### src/rtl/core/stt_pkg.sv
// Package of types, constants and byte codes shared by the tokenizer modules.
`timescale 1ns / 1ps
package stt_pkg;

  // Sizes
  localparam int MAX_NEST    = 255;
  localparam int NEST_W      = $clog2(MAX_NEST + 1);
  localparam int MAX_RES     = 6;
  localparam int RES_IDX_W   = $clog2(MAX_RES);
  localparam int RES_CNT_W   = $clog2(MAX_RES + 1);
  localparam int QUEUE_DEPTH = 4;
  localparam int QPTR_W      = $clog2(QUEUE_DEPTH);
  localparam int QCNT_W      = $clog2(QUEUE_DEPTH + 1);
  localparam int CFG_REGS    = 4;
  localparam int CFG_IDX_W   = $clog2(CFG_REGS);
  localparam int PADDR_W     = CFG_IDX_W + 3;
  localparam logic [31:0] SAT32 = 32'hFFFF_FFFF;

  // Result kinds
  localparam logic [1:0] KIND_START   = 2'd0;
  localparam logic [1:0] KIND_CHAR    = 2'd1;
  localparam logic [1:0] KIND_END     = 2'd2;
  localparam logic [1:0] KIND_UNTERM  = 2'd3;

  // Byte codes
  localparam logic [7:0] CH_NUL    = 8'h00;
  localparam logic [7:0] CH_BS     = 8'h08;
  localparam logic [7:0] CH_TAB    = 8'h09;
  localparam logic [7:0] CH_LF     = 8'h0A;
  localparam logic [7:0] CH_FF     = 8'h0C;
  localparam logic [7:0] CH_CR     = 8'h0D;
  localparam logic [7:0] CH_SPACE  = 8'h20;
  localparam logic [7:0] CH_DQUOTE = 8'h22;
  localparam logic [7:0] CH_SQUOTE = 8'h27;
  localparam logic [7:0] CH_STAR   = 8'h2A;
  localparam logic [7:0] CH_SLASH  = 8'h2F;
  localparam logic [7:0] CH_BSLASH = 8'h5C;

  typedef enum logic [3:0] {
    MODE_IDLE,
    MODE_SLASH,
    MODE_LINE,
    MODE_BLK,
    MODE_BLK_SLASH,
    MODE_BLK_STAR,
    MODE_WORD,
    MODE_STR,
    MODE_STR_ESC
  } scan_mode_t;

  typedef struct packed {
    logic [7:0] ch;
    logic       end_of_source;
  } src_word_t;

  typedef struct packed {
    logic [1:0]  kind;
    logic [7:0]  tok_char;
    logic        is_quoted;
    logic [31:0] line;
    logic [31:0] column;
    logic [31:0] offset;
    logic        last_of_run;
  } tok_word_t;

  // One pending result, its position taken from one of two start records
  typedef struct packed {
    logic [1:0] kind;
    logic [7:0] chr;
    logic       quoted;
    logic       use_cur;
  } item_t;

  typedef struct packed {
    logic [31:0] line;
    logic [31:0] column;
    logic [31:0] offset;
  } pos_t;

  // All results caused by one source byte
  typedef struct packed {
    logic [RES_CNT_W-1:0]     n;
    item_t [MAX_RES-1:0]      items;
    pos_t                     pos_slash;
    pos_t                     pos_cur;
  } job_t;

endpackage

### src/rtl/core/stt_front.sv
// Front end: scanner state machine that turns each source byte into a job of results.
`timescale 1ns / 1ps
module stt_front (
  input  logic              clk,
  input  logic              rst,
  input  logic              src_valid,
  output logic              src_stall,
  input  stt_pkg::src_word_t src_word,
  input  logic [255:0]      alone_map,
  input  logic              full,
  output logic              push,
  output stt_pkg::job_t     job
);

  stt_pkg::scan_mode_t          mode, mode_next;
  logic [7:0]                   quote_byte, quote_byte_next;
  logic [stt_pkg::NEST_W-1:0]   nest_depth, nest_depth_next;
  logic [31:0]                  line_count, line_count_next;
  logic [31:0]                  byte_count, byte_count_next;
  logic                         nl_seen, nl_seen_next;
  logic [31:0]                  nl_pos, nl_pos_next;
  logic [31:0]                  slash_off, slash_off_next;

  logic                         accept;
  logic [7:0]                   c;
  logic                         c_alone;
  logic                         c_delim;
  logic                         again;
  stt_pkg::job_t                j;

  // Append one result to a job
  function automatic stt_pkg::job_t push_item(stt_pkg::job_t ji, logic [1:0] k,
                                             logic [7:0] chr, logic q, logic cur);
    stt_pkg::job_t r;
    r = ji;
    if (r.n < stt_pkg::RES_CNT_W'(stt_pkg::MAX_RES)) begin
      r.items[r.n[stt_pkg::RES_IDX_W-1:0]] = '{kind: k, chr: chr, quoted: q, use_cur: cur};
      r.n = r.n + 1'b1;
    end
    return r;
  endfunction

  // Start position for a token at offset o: column counts from the latest line break
  function automatic stt_pkg::pos_t make_pos(logic [31:0] o, logic [31:0] ln,
                                            logic seen, logic [31:0] nlp);
    stt_pkg::pos_t p;
    logic [32:0]   d;
    p.line   = ln;
    p.offset = o;
    d        = {1'b0, o} + 33'd1;
    if (!seen) begin
      p.column = d[32] ? stt_pkg::SAT32 : d[31:0];
    end else if (o > nlp) begin
      p.column = o - nlp;
    end else begin
      p.column = 32'd1;
    end
    return p;
  endfunction

  assign accept    = src_valid && !full;
  assign src_stall = full;
  assign c         = src_word.ch;
  assign c_alone   = alone_map[c];
  assign push      = accept && (j.n != '0);
  assign job       = j;

  always_comb begin
    c_delim = c inside {stt_pkg::CH_DQUOTE, stt_pkg::CH_SQUOTE, stt_pkg::CH_SPACE,
                        stt_pkg::CH_TAB, stt_pkg::CH_LF, stt_pkg::CH_CR,
                        stt_pkg::CH_BS, stt_pkg::CH_FF, stt_pkg::CH_NUL};
  end

  // Step the scanner over one byte; a byte may be rescanned in a following mode
  always_comb begin
    j                 = '0;
    j.pos_slash       = make_pos(slash_off, line_count, nl_seen, nl_pos);
    j.pos_cur         = make_pos(byte_count, line_count, nl_seen, nl_pos);
    mode_next         = mode;
    quote_byte_next   = quote_byte;
    nest_depth_next   = nest_depth;
    slash_off_next    = slash_off;
    line_count_next   = line_count;
    byte_count_next   = byte_count;
    nl_seen_next      = nl_seen;
    nl_pos_next       = nl_pos;
    again             = 1'b1;

    for (int pass = 0; pass < 3; pass++) begin
      if (again) begin
        again = 1'b0;
        case (mode_next)
          stt_pkg::MODE_IDLE: begin
            if (c <= stt_pkg::CH_SPACE) begin
              mode_next = stt_pkg::MODE_IDLE;
            end else if (c == stt_pkg::CH_SLASH) begin
              mode_next      = stt_pkg::MODE_SLASH;
              slash_off_next = byte_count;
            end else if (c == stt_pkg::CH_DQUOTE || c == stt_pkg::CH_SQUOTE) begin
              j               = push_item(j, stt_pkg::KIND_START, 8'd0, 1'b1, 1'b1);
              quote_byte_next = c;
              mode_next       = stt_pkg::MODE_STR;
            end else begin
              j = push_item(j, stt_pkg::KIND_START, 8'd0, 1'b0, 1'b1);
              j = push_item(j, stt_pkg::KIND_CHAR, c, 1'b0, 1'b0);
              if (c_alone) begin
                j = push_item(j, stt_pkg::KIND_END, 8'd0, 1'b0, 1'b0);
              end else begin
                mode_next = stt_pkg::MODE_WORD;
              end
            end
          end
          stt_pkg::MODE_SLASH: begin
            if (c == stt_pkg::CH_SLASH) begin
              mode_next = stt_pkg::MODE_LINE;
            end else if (c == stt_pkg::CH_STAR) begin
              mode_next       = stt_pkg::MODE_BLK;
              nest_depth_next = stt_pkg::NEST_W'(1);
            end else begin
              // lone slash becomes a token, then rescan this byte
              j = push_item(j, stt_pkg::KIND_START, 8'd0, 1'b0, 1'b0);
              j = push_item(j, stt_pkg::KIND_CHAR, stt_pkg::CH_SLASH, 1'b0, 1'b0);
              if (alone_map[stt_pkg::CH_SLASH]) begin
                j         = push_item(j, stt_pkg::KIND_END, 8'd0, 1'b0, 1'b0);
                mode_next = stt_pkg::MODE_IDLE;
              end else begin
                mode_next = stt_pkg::MODE_WORD;
              end
              again = 1'b1;
            end
          end
          stt_pkg::MODE_LINE: begin
            if (c == stt_pkg::CH_LF) begin
              mode_next = stt_pkg::MODE_IDLE;
            end
          end
          stt_pkg::MODE_BLK: begin
            if (c == stt_pkg::CH_SLASH) begin
              mode_next = stt_pkg::MODE_BLK_SLASH;
            end else if (c == stt_pkg::CH_STAR) begin
              mode_next = stt_pkg::MODE_BLK_STAR;
            end
          end
          stt_pkg::MODE_BLK_SLASH: begin
            mode_next = stt_pkg::MODE_BLK;
            if (c == stt_pkg::CH_STAR) begin
              if (nest_depth_next < stt_pkg::NEST_W'(stt_pkg::MAX_NEST)) begin
                nest_depth_next = nest_depth_next + 1'b1;
              end
            end else begin
              again = 1'b1;
            end
          end
          stt_pkg::MODE_BLK_STAR: begin
            mode_next = stt_pkg::MODE_BLK;
            if (c == stt_pkg::CH_SLASH) begin
              if (nest_depth_next != '0) begin
                nest_depth_next = nest_depth_next - 1'b1;
              end
              if (nest_depth_next == '0) begin
                mode_next = stt_pkg::MODE_IDLE;
              end
            end else begin
              again = 1'b1;
            end
          end
          stt_pkg::MODE_WORD: begin
            if (c_alone || c_delim) begin
              j         = push_item(j, stt_pkg::KIND_END, 8'd0, 1'b0, 1'b0);
              mode_next = stt_pkg::MODE_IDLE;
              again     = 1'b1;
            end else begin
              j = push_item(j, stt_pkg::KIND_CHAR, c, 1'b0, 1'b0);
            end
          end
          stt_pkg::MODE_STR: begin
            if (c == quote_byte_next) begin
              j         = push_item(j, stt_pkg::KIND_END, 8'd0, 1'b1, 1'b0);
              mode_next = stt_pkg::MODE_IDLE;
            end else if (c == stt_pkg::CH_BSLASH) begin
              mode_next = stt_pkg::MODE_STR_ESC;
            end else begin
              j = push_item(j, stt_pkg::KIND_CHAR, c, 1'b1, 1'b0);
            end
          end
          stt_pkg::MODE_STR_ESC: begin
            j         = push_item(j, stt_pkg::KIND_CHAR, c, 1'b1, 1'b0);
            mode_next = stt_pkg::MODE_STR;
          end
          default: begin
            mode_next = stt_pkg::MODE_IDLE;
          end
        endcase
      end
    end

    if (src_word.end_of_source) begin
      // close whatever is open, then return to the start of a new text
      case (mode_next)
        stt_pkg::MODE_SLASH: begin
          j = push_item(j, stt_pkg::KIND_START, 8'd0, 1'b0, 1'b1);
          j = push_item(j, stt_pkg::KIND_CHAR, stt_pkg::CH_SLASH, 1'b0, 1'b0);
          j = push_item(j, stt_pkg::KIND_END, 8'd0, 1'b0, 1'b0);
        end
        stt_pkg::MODE_WORD: begin
          j = push_item(j, stt_pkg::KIND_END, 8'd0, 1'b0, 1'b0);
        end
        stt_pkg::MODE_STR, stt_pkg::MODE_STR_ESC: begin
          j = push_item(j, stt_pkg::KIND_UNTERM, 8'd0, 1'b1, 1'b0);
        end
        default: begin
          j = j;
        end
      endcase
      mode_next       = stt_pkg::MODE_IDLE;
      quote_byte_next = 8'd0;
      nest_depth_next = '0;
      line_count_next = 32'd1;
      byte_count_next = 32'd0;
      nl_seen_next    = 1'b0;
      nl_pos_next     = 32'd0;
      slash_off_next  = 32'd0;
    end else begin
      if (c == stt_pkg::CH_LF && line_count != stt_pkg::SAT32) begin
        line_count_next = line_count + 32'd1;
      end
      if (c == stt_pkg::CH_LF || c == stt_pkg::CH_CR) begin
        nl_seen_next = 1'b1;
        nl_pos_next  = byte_count;
      end
      if (byte_count != stt_pkg::SAT32) begin
        byte_count_next = byte_count + 32'd1;
      end
    end
  end

  // Advance the scanner state on each accepted byte
  always_ff @(posedge clk) begin
    if (rst) begin
      mode       <= stt_pkg::MODE_IDLE;
      quote_byte <= 8'd0;
      nest_depth <= '0;
      line_count <= 32'd1;
      byte_count <= 32'd0;
      nl_seen    <= 1'b0;
      nl_pos     <= 32'd0;
      slash_off  <= 32'd0;
    end else if (accept) begin
      mode       <= mode_next;
      quote_byte <= quote_byte_next;
      nest_depth <= nest_depth_next;
      line_count <= line_count_next;
      byte_count <= byte_count_next;
      nl_seen    <= nl_seen_next;
      nl_pos     <= nl_pos_next;
      slash_off  <= slash_off_next;
    end
  end

endmodule

### src/rtl/core/stt_queue.sv
// Short job queue between the scanner front end and the result back end.
`timescale 1ns / 1ps
module stt_queue (
  input  logic          clk,
  input  logic          rst,
  input  logic          push,
  input  stt_pkg::job_t push_job,
  output logic          full,
  input  logic          pop,
  output logic          head_valid,
  output stt_pkg::job_t head_job
);

  stt_pkg::job_t               mem [stt_pkg::QUEUE_DEPTH];
  logic [stt_pkg::QPTR_W-1:0]  wr_ptr;
  logic [stt_pkg::QPTR_W-1:0]  rd_ptr;
  logic [stt_pkg::QCNT_W-1:0]  count;

  assign full       = (count == stt_pkg::QCNT_W'(stt_pkg::QUEUE_DEPTH));
  assign head_valid = (count != '0);
  assign head_job   = mem[rd_ptr];

  // Store jobs
  always_ff @(posedge clk) begin
    if (push) begin
      mem[wr_ptr] <= push_job;
    end
  end

  // Advance pointers and fill count
  always_ff @(posedge clk) begin
    if (rst) begin
      wr_ptr <= '0;
      rd_ptr <= '0;
      count  <= '0;
    end else begin
      if (push) begin
        wr_ptr <= wr_ptr + 1'b1;
      end
      if (pop) begin
        rd_ptr <= rd_ptr + 1'b1;
      end
      if (push && !pop) begin
        count <= count + 1'b1;
      end else if (pop && !push) begin
        count <= count - 1'b1;
      end
    end
  end

endmodule

### src/rtl/core/stt_back.sv
// Back end: unpacks each job into result words through a registered output stage.
`timescale 1ns / 1ps
module stt_back (
  input  logic               clk,
  input  logic               rst,
  input  logic               head_valid,
  input  stt_pkg::job_t      head_job,
  output logic               pop,
  output logic               tok_valid,
  input  logic               tok_stall,
  output stt_pkg::tok_word_t tok_word
);

  logic [stt_pkg::RES_IDX_W-1:0] idx;
  logic                          out_valid;
  stt_pkg::tok_word_t            out_word;
  stt_pkg::tok_word_t            word_next;
  stt_pkg::item_t                it;
  stt_pkg::pos_t                 pos;
  logic                          load;
  logic                          last;

  assign load = head_valid && (!out_valid || !tok_stall);
  assign it   = head_job.items[idx];
  assign pos  = it.use_cur ? head_job.pos_cur : head_job.pos_slash;
  assign last = (stt_pkg::RES_CNT_W'(idx) + stt_pkg::RES_CNT_W'(1)) == head_job.n;
  assign pop  = load && last;

  assign tok_valid = out_valid;
  assign tok_word  = out_word;

  // Format the current item; fields that do not apply read as zero
  always_comb begin
    word_next             = '0;
    word_next.kind        = it.kind;
    word_next.is_quoted   = it.quoted;
    word_next.last_of_run = last;
    if (it.kind == stt_pkg::KIND_CHAR) begin
      word_next.tok_char = it.chr;
    end
    if (it.kind == stt_pkg::KIND_START) begin
      word_next.line   = pos.line;
      word_next.column = pos.column;
      word_next.offset = pos.offset;
    end
  end

  // Hold the output word until taken; step through the job's items
  always_ff @(posedge clk) begin
    if (rst) begin
      out_valid <= 1'b0;
      idx       <= '0;
    end else begin
      if (load) begin
        out_valid <= 1'b1;
        idx       <= last ? '0 : idx + 1'b1;
      end else if (!tok_stall) begin
        out_valid <= 1'b0;
      end
    end
  end

  always_ff @(posedge clk) begin
    if (load) begin
      out_word <= word_next;
    end
  end

endmodule

### src/rtl/core/source_text_tokenizer_core.sv
// Top level: register port, scanner front end, job queue and result back end.
// The first result of a byte passes through the job queue and then the registered output stage.
// Bytes are taken one a cycle unless the queue is full; results leave one a cycle unless
// tok_stall holds them, and a four-job queue absorbs bursts from bytes with many results.
// Reset clears the scanner to the start of a text, the queue and the output stage,
// and sets all four single-character bitmaps to zero.
`timescale 1ns / 1ps
module source_text_tokenizer_core (
  input  logic                        clk,
  input  logic                        rst,
  input  logic                        src_valid,
  output logic                        src_stall,
  input  stt_pkg::src_word_t          src_word,
  output logic                        tok_valid,
  input  logic                        tok_stall,
  output stt_pkg::tok_word_t          tok_word,
  input  logic                        psel,
  input  logic                        penable,
  input  logic                        pwrite,
  input  logic [stt_pkg::PADDR_W-1:0] paddr,
  input  logic [63:0]                 pwdata,
  output logic [63:0]                 prdata,
  output logic                        pready
);

  logic [63:0]   alone_set [stt_pkg::CFG_REGS];
  logic [255:0]  alone_map;
  logic          q_full;
  logic          q_push;
  stt_pkg::job_t q_push_job;
  logic          q_pop;
  logic          q_head_valid;
  stt_pkg::job_t q_head_job;
  logic [stt_pkg::CFG_IDX_W-1:0] reg_idx;

  assign pready    = 1'b1;
  assign reg_idx   = paddr[stt_pkg::PADDR_W-1:3];
  assign prdata    = alone_set[reg_idx];
  assign alone_map = {alone_set[3], alone_set[2], alone_set[1], alone_set[0]};

  // Write the single-character bitmaps
  always_ff @(posedge clk) begin
    if (rst) begin
      for (int i = 0; i < stt_pkg::CFG_REGS; i++) begin
        alone_set[i] <= 64'd0;
      end
    end else if (psel && penable && pwrite && pready) begin
      alone_set[reg_idx] <= pwdata;
    end
  end

  stt_front u_front (
    .clk       (clk),
    .rst       (rst),
    .src_valid (src_valid),
    .src_stall (src_stall),
    .src_word  (src_word),
    .alone_map (alone_map),
    .full      (q_full),
    .push      (q_push),
    .job       (q_push_job)
  );

  stt_queue u_queue (
    .clk        (clk),
    .rst        (rst),
    .push       (q_push),
    .push_job   (q_push_job),
    .full       (q_full),
    .pop        (q_pop),
    .head_valid (q_head_valid),
    .head_job   (q_head_job)
  );

  stt_back u_back (
    .clk        (clk),
    .rst        (rst),
    .head_valid (q_head_valid),
    .head_job   (q_head_job),
    .pop        (q_pop),
    .tok_valid  (tok_valid),
    .tok_stall  (tok_stall),
    .tok_word   (tok_word)
  );

`ifndef SYNTHESIS
  a_no_push_when_full: assert property (@(posedge clk) disable iff (rst)
    q_push |-> !q_full) else $error("job pushed into a full queue");

  a_no_pop_when_empty: assert property (@(posedge clk) disable iff (rst)
    q_pop |-> q_head_valid) else $error("job popped from an empty queue");

  a_char_only_on_char: assert property (@(posedge clk) disable iff (rst)
    tok_valid && tok_word.kind != stt_pkg::KIND_CHAR |-> tok_word.tok_char == 8'd0)
    else $error("character set on a non-character result");

  a_start_position: assert property (@(posedge clk) disable iff (rst)
    tok_valid && tok_word.kind == stt_pkg::KIND_START |->
      tok_word.line != 32'd0 && tok_word.column != 32'd0)
    else $error("token start with zero line or column");
`endif

endmodule
### config.mk
export PLATFORM = sky130hd
export DESIGN_NAME = source_text_tokenizer_core
export DESIGN_NICKNAME = d
export VERILOG_FILES = /design/src/rtl/core/stt_pkg.sv /design/src/rtl/core/stt_front.sv /design/src/rtl/core/stt_queue.sv /design/src/rtl/core/stt_back.sv /design/src/rtl/core/source_text_tokenizer_core.sv
export SDC_FILE = /design/constraint.sdc
export NUM_CORES = 2
export LEC_CHECK = 0
export BUFFER_PORTS_ARGS = -buffer_cell sky130_fd_sc_hd__buf_2
export CORE_MARGIN = 1.5
export CORE_UTILIZATION = 60
export CTS_CLUSTER_DIAMETER = 80
export DETAILED_ROUTE_END_ITERATION = 10
export PLACE_DENSITY = 0.79
export RECOVER_POWER = 50
export SYNTH_ARGS = -nofsm -noshare
export SYNTH_HDL_FRONTEND = slang
export SYNTH_SLANG_ARGS = --single-unit
### constraint.sdc
create_clock -name clk -period 36.9 [get_ports clk]
set_clock_uncertainty 0.1 [all_clocks]
set_input_delay 11.07 -clock clk [delete_from_list [all_inputs] [get_ports clk]]
set_output_delay 11.07 -clock clk [all_outputs]
set_load 0.005 [all_outputs]
# Yosys cells after proc, flatten, opt, wreduce, memory -nomap -nowiden
# Memories as Yosys holds them, arrays and structs flattened. A register that Yosys moved wholly into a read port is not among the register bits.
# Index checks and enable logic that the tools add are counted.
# Widths: inputs -> output; s select.
# totals
ff_bits	268
latchBits	0
mem_bits_rw	1324
rom_bits	0
input_bits	85
wordCells	608
n_memories	2
# op_classes
add_sub_neg	34
n_mul	0
div_mod_pow	0
n_lt_le_gt_ge	59
n_eq_ne	48
n_shift	0
muxes	317
bitwise_logic	70
n_reduce_logical	58
# memory_table
name	depth	width	read_ports	rd_clocked_by_memory_dff	wr	line_no	text
u_queue.mem	4	267	1	1	1	stt_queue.sv:14	stt_pkg::job_t mem [stt_pkg::QUEUE_DEPTH];
alone_set	4	64	5	0	4	source_text_tokenizer_core.sv:26	logic [63:0] alone_set [stt_pkg::CFG_REGS];
# ops
op	n
$mux 267	31
$mux 75	78
$pmux 267 s5	3
$and 66x66->66	13
$not 66->66	13
$pmux 267 s3	1
$mux 32	24
$demux 12 s3	17
$bwmux 72	7
$mux 8	44
$mux 12	25
$mux 265	1
$and 60x60->60	4
$not 60->60	4
$mux 204	1
$mux 4	38
$and 72x72->72	2
$not 36->36	4
$not 72->72	2
$and 36x36->36	3
$or 36x36->36	3
$pmux 4 s9	3
$mux 96	1
$or 6x6->6	13
55 further kinds	251

# Logic depth before layout (Yosys ltp)
# depth
word_depth	133
depth_mapped	55
ltp_nobuf	44

# Hierarchy
# A second synthesis with hierarchy kept.
# hier_totals
hier_cells	5171
hier_area_um2	74320.0
# by_module_without_submodules
module	instances	cells_each	area_each_um2	seq_area_each_um2
stt_queue	1	1439	39442.8	32250.9
stt_front	1	2509	18262.5	2982.9
source_text_tokenizer_core	1	715	11000.6	7687.4
stt_back	1	508	5614.1	3323.2

# Worst setup path before layout
# Ideal clock, no wire load.
# synth_path
path_kind	in2reg
from	in src_word[1] in the netlist's numbering
to	mem u_queue.mem[0][0] in the netlist's numbering, enable pin
arrival_ns	25.215
setup_slack_ns	10.959
cell_stages	43
n_path_buf	7
cell_sequence	buf_6 > buf_12 > buf_12 > mux4_2 > a22o_1 > o31ai_2 > o211ai_1 > o32ai_2 > nor2_2 > o21ai_0 > and2_1 > clkbuf_1 > ha_1 > clkbuf_1 > o211a_1 > a2111oi_2 > nor3_1 > buf_2 > [... 7 more ...] > inv_1 > ha_1 > nand2_1 > nand2_1 > a2111o_1 > nand4_2 > inv_2 > ha_1 > inv_1 > o21ai_0 > ha_1 > or3_1 > ha_1 > a2111oi_2 > o221ai_2 > a211oi_4 > a21oi_2 > and2_1
# synth_lines
item	line_no	text
from (decl)	source_text_tokenizer_core.sv:13	input stt_pkg::src_word_t src_word,
to (decl)	stt_queue.sv:14	

==> flow_summary_export.csv <==
group,metric,value,unit
status,run_status,"finished with violations",
status,violations,"capacitance limit, slew limit",
floorplanning,core_area,0.1130,sq mm
routing,wl_per_cell,25.85,um
routing,routed_wl,171500,um
critical_path,critPathKind,"in -> reg",
critical_path,rr_endpoint,"u_queue.mem[1][236]",
cts,cts_max_path_buffers,3,
grt,grt_pass1_vias,42470,
timing,fmax,0.03793,GHz
placed_design,placed_cells,6363,
cts,cts_tree,"done",
hold_path,hold_depth,2,
grt,overflow,0,
yosys,ys.flop_type,"edfxtp_1",
placed_design,dp_hpwl,107200,um
hold_path,min_to,"u_front.quote_byte[2]",
critical_path,crit_path_start_kind,"input pin",
yosys,synth.distinct_cells,114,
critical_path,critPathCaptureType,"register",
critical_path,path_buf_inv,12,
timing,rsz0062_at_grt,"false",
critical_path,max_stage_delay,1.78,ns
placed_design,gp_congestion,0.9551,
floorplanning,dieArea,0.1164,sq mm
routing,route.detailed.drc,0,
hold_path,min_from,"u_front.quote_byte[2]",
yosys,synth_area_leaders,"edfxtp_1, mux4_2, dfxtp_1, and2_1, nor2_1",
critical_path,cp_data_required_time,37.14,ns
critical_path,r2r.worst_path.cells,41,
cts,numCtsBuffers,148,
yosys,synthArstFlopShare,0,
timing,fin_crit_sh,0.7145,
critical_path,crit_path_frequent_cell,"ha_1",
grt,antenna_found_initial,16,
power_and_ir_drop,p_leak,0.02630,uW
layout,layout_common_cells,"edfxtp_1, nor2_1, mux4_2",
yosys,synth_edf_count,1304,
layout,drive_above_1_share,0.1778,
layout,area_growth,10.49,%
cts,cts_resized,0,
grt,grt.total_usage,0.2944,
timing,slew_viol_final,1155,
routing,met1Wirelength,68390,um
floorplanning,ios,260,
job,max_cap_viol_count,20,
yosys,yosysTopAreaCell,"edfxtp_1",
floorplanning,start_util,0.6077,
yosys,ys_seq_area_frac,0.6177,
layout,fillers,7759,
timing,tns,0,ns
routing,final_antenna_net_count,0,
hold_path,min-delay-path-class,"reg -> reg",
placed_design,io_buffers,255,
timing,report.final.hold_viol_count,0,
yosys,synth_seq_cells,1466,
floorplanning,die_w,341.2,um
floorplanning,dieHeight,341.2,um
yosys,synthCells,4823,
layout,final_nets,5189,
cts,h-tree-depth,4,
critical_path,rrSetupSlack,23.94,ns
cts,cts_sinks,1466,
routing,num_vias,43270,
power_and_ir_drop,p_per_area,67.82,mW/mm^2
cts,cts_setup_buffers,0,
critical_path,crit_start,"src_word[4]",
grt,grt_first_pass_wirelength,260400,um
yosys,yosysWarnings,0,
power_and_ir_drop,ir_worst_vdd,0.06805,mV
cts,cts_hold_buf,0,
critical_path,reg2reg_from,"alone_set[3][47]",
routing,routed_via_density,6.520,
critical_path,cp.arrival,26.61,ns
critical_path,cp_max_fo,149,
yosys,synth_top_area_share,0.5704,
timing,slew_headroom,-4.978,
floorplanning,rows,123,
grt,grt_max_degree,150,
routing,first_pass_iters,6,
cts,path_clk_slew,0.06,ns
cts,clockRootBuffer,"clkbuf_16",
timing,finalSetupViolations,0,
routing,wl_met3,15360,um
timing,worstMarginPinSlew,8.967,ns
routing,dr.max_layer_used,"met5",
yosys,syn-cell-area,0.06864,sq mm
layout,layout_commonest_cell,"edfxtp_1",
critical_path,path_delay_family,"buffers and inverters",
timing,min_period,26.37,ns
yosys,syn_area_per_cell,14.23,sq um
cts,clk_latency,0.77,ns
routing,wl_met2,83210,um
critical_path,slowest_stage,"clkbuf_1",
routing,first_iter_violations,4882,
layout,instances_no_fill,6636,
==> Yosys cell counts, types with 10 or more instances <==
cell / n
a211oi_1: 21
a21o_1: 47
a21oi_1: 198
a22o_1: 13
a22oi_1: 84
a31oi_1: 22
and2_1: 294
and3_1: 72
and4_1: 14
buf_1: 35
buf_2: 22
clkbuf_1: 227
dfxtp_1: 162
edfxtp_1: 1304
ha_1: 88
inv_1: 97
mux2i_1: 119
mux4_2: 364
nand2_1: 224
nand2b_1: 24
nand3_1: 87
nand3b_1: 27
nand4_1: 39
nor2_1: 434
nor2b_1: 17
nor3_1: 78
nor3b_1: 14
nor4_1: 23
o211ai_1: 21
o21a_1: 11
o21ai_0: 146
o21bai_1: 11
o221ai_1: 10
o22ai_1: 60
o31ai_1: 14
o32ai_1: 16
or2_2: 18
or3_1: 31
xnor2_1: 66
xor2_1: 74
==> through the flow <==
step / area, sq um / total power [uW] / hold slack, ns / setup WS (ns) / util
3_5_place_dp: 71320 / 3705 / 0.3688 / 11.98 / 0.6313
4_1_cts: 76020 / 5171 / 0.3802 / 12.47 / 0.6730
6_report: 75850 / 5144 / 0.3794 / 10.54 / 0.6714
2_1_floorplan: 68700 / 3293 / 0.3403 / 10.96 / -
3_3_place_gp: 71320 / 3669 / 0.3662 / 12.02 / 0.6313
5_1_grt: 75840 / 5352 / 0.4043 / 9.837 / 0.6713
==> layer usage <==
metal | vias to the layer above | GRT usage
met2 | 2127 | 0.4713
met3 | 326 | 0.05517
li1 | 19090 | -
met1 | 21700 | 0.4159
met4 | 18 | 0.08731
met5 | - | 0
==> worst max-delay path by stage <==
stage	depth (start not counted)	to	slack [ns]
2_1_floorplan	43	u_queue.mem[0][0]	10.96
3_5_place_dp	44	u_queue.mem[0][236]	11.98
5_1_grt	44	u_queue.mem[1][236]	9.84
6_report	44	u_queue.mem[1][236]	10.54
3_3_place_gp	44	u_queue.mem[0][198]	12.02
4_1_cts	4	prdata[48]	12.47
==> area by class of cell <==
cell class                      count  area [sq um]  area share
Inverter                          105         396.6    0.005229
Antenna cell                        6         15.01   0.0001980
Clock inverter                     74         709.4    0.009354
Timing Repair Buffer              329          1759     0.02319
Multi-Input combinational cell   2963         24690      0.3255
Sequential cell                  1466         42410      0.5591
Clock buffer                      193          3995     0.05267
Tap cell                         1500          1877     0.02475
==> kinds of logic after synthesis <==
logic type	synth area share
and+or+nand+nor	0.1056
adders and majority gates	0.01691
AOI/OAI and AO/OA	0.07706
xor gates and xnor gates	0.01939
buffers and inverters	0.02475
other	0.0001094
DFF	0.6177
muxes	0.1385
==> power by group <==
| part | internal [uW] | total (uW) | switching, uW |
|---|---|---|---|
| clock network | 842 | 1460 | 621 |
| registers | 2180 | 2270 | 86.7 |
| logic | 553 | 1410 | 857 |
==> registers in the layout, indices dropped and copies added (netlist names), named ones only <==
register / cells
u_front.nl_pos: 32
u_back.idx: 3
u_queue.wr_ptr: 2
u_back.tok_word: 108
u_front.mode: 4
u_front.nl_seen: 1
u_queue.rd_ptr: 2
u_front.nest_depth: 8
u_front.byte_count: 32
u_front.quote_byte: 8
u_front.line_count: 32
u_queue.mem: 940
alone_set: 256
u_queue.count: 3
u_front.slash_off: 32
u_back.tok_valid: 1
==> worst min-delay path, stage by stage (launching register included) <==
cell     delay [ns]
dfxtp_1        0.32
nand2_1        0.06
a21oi_1        0.05
Power figures use the tool's default switching activity.
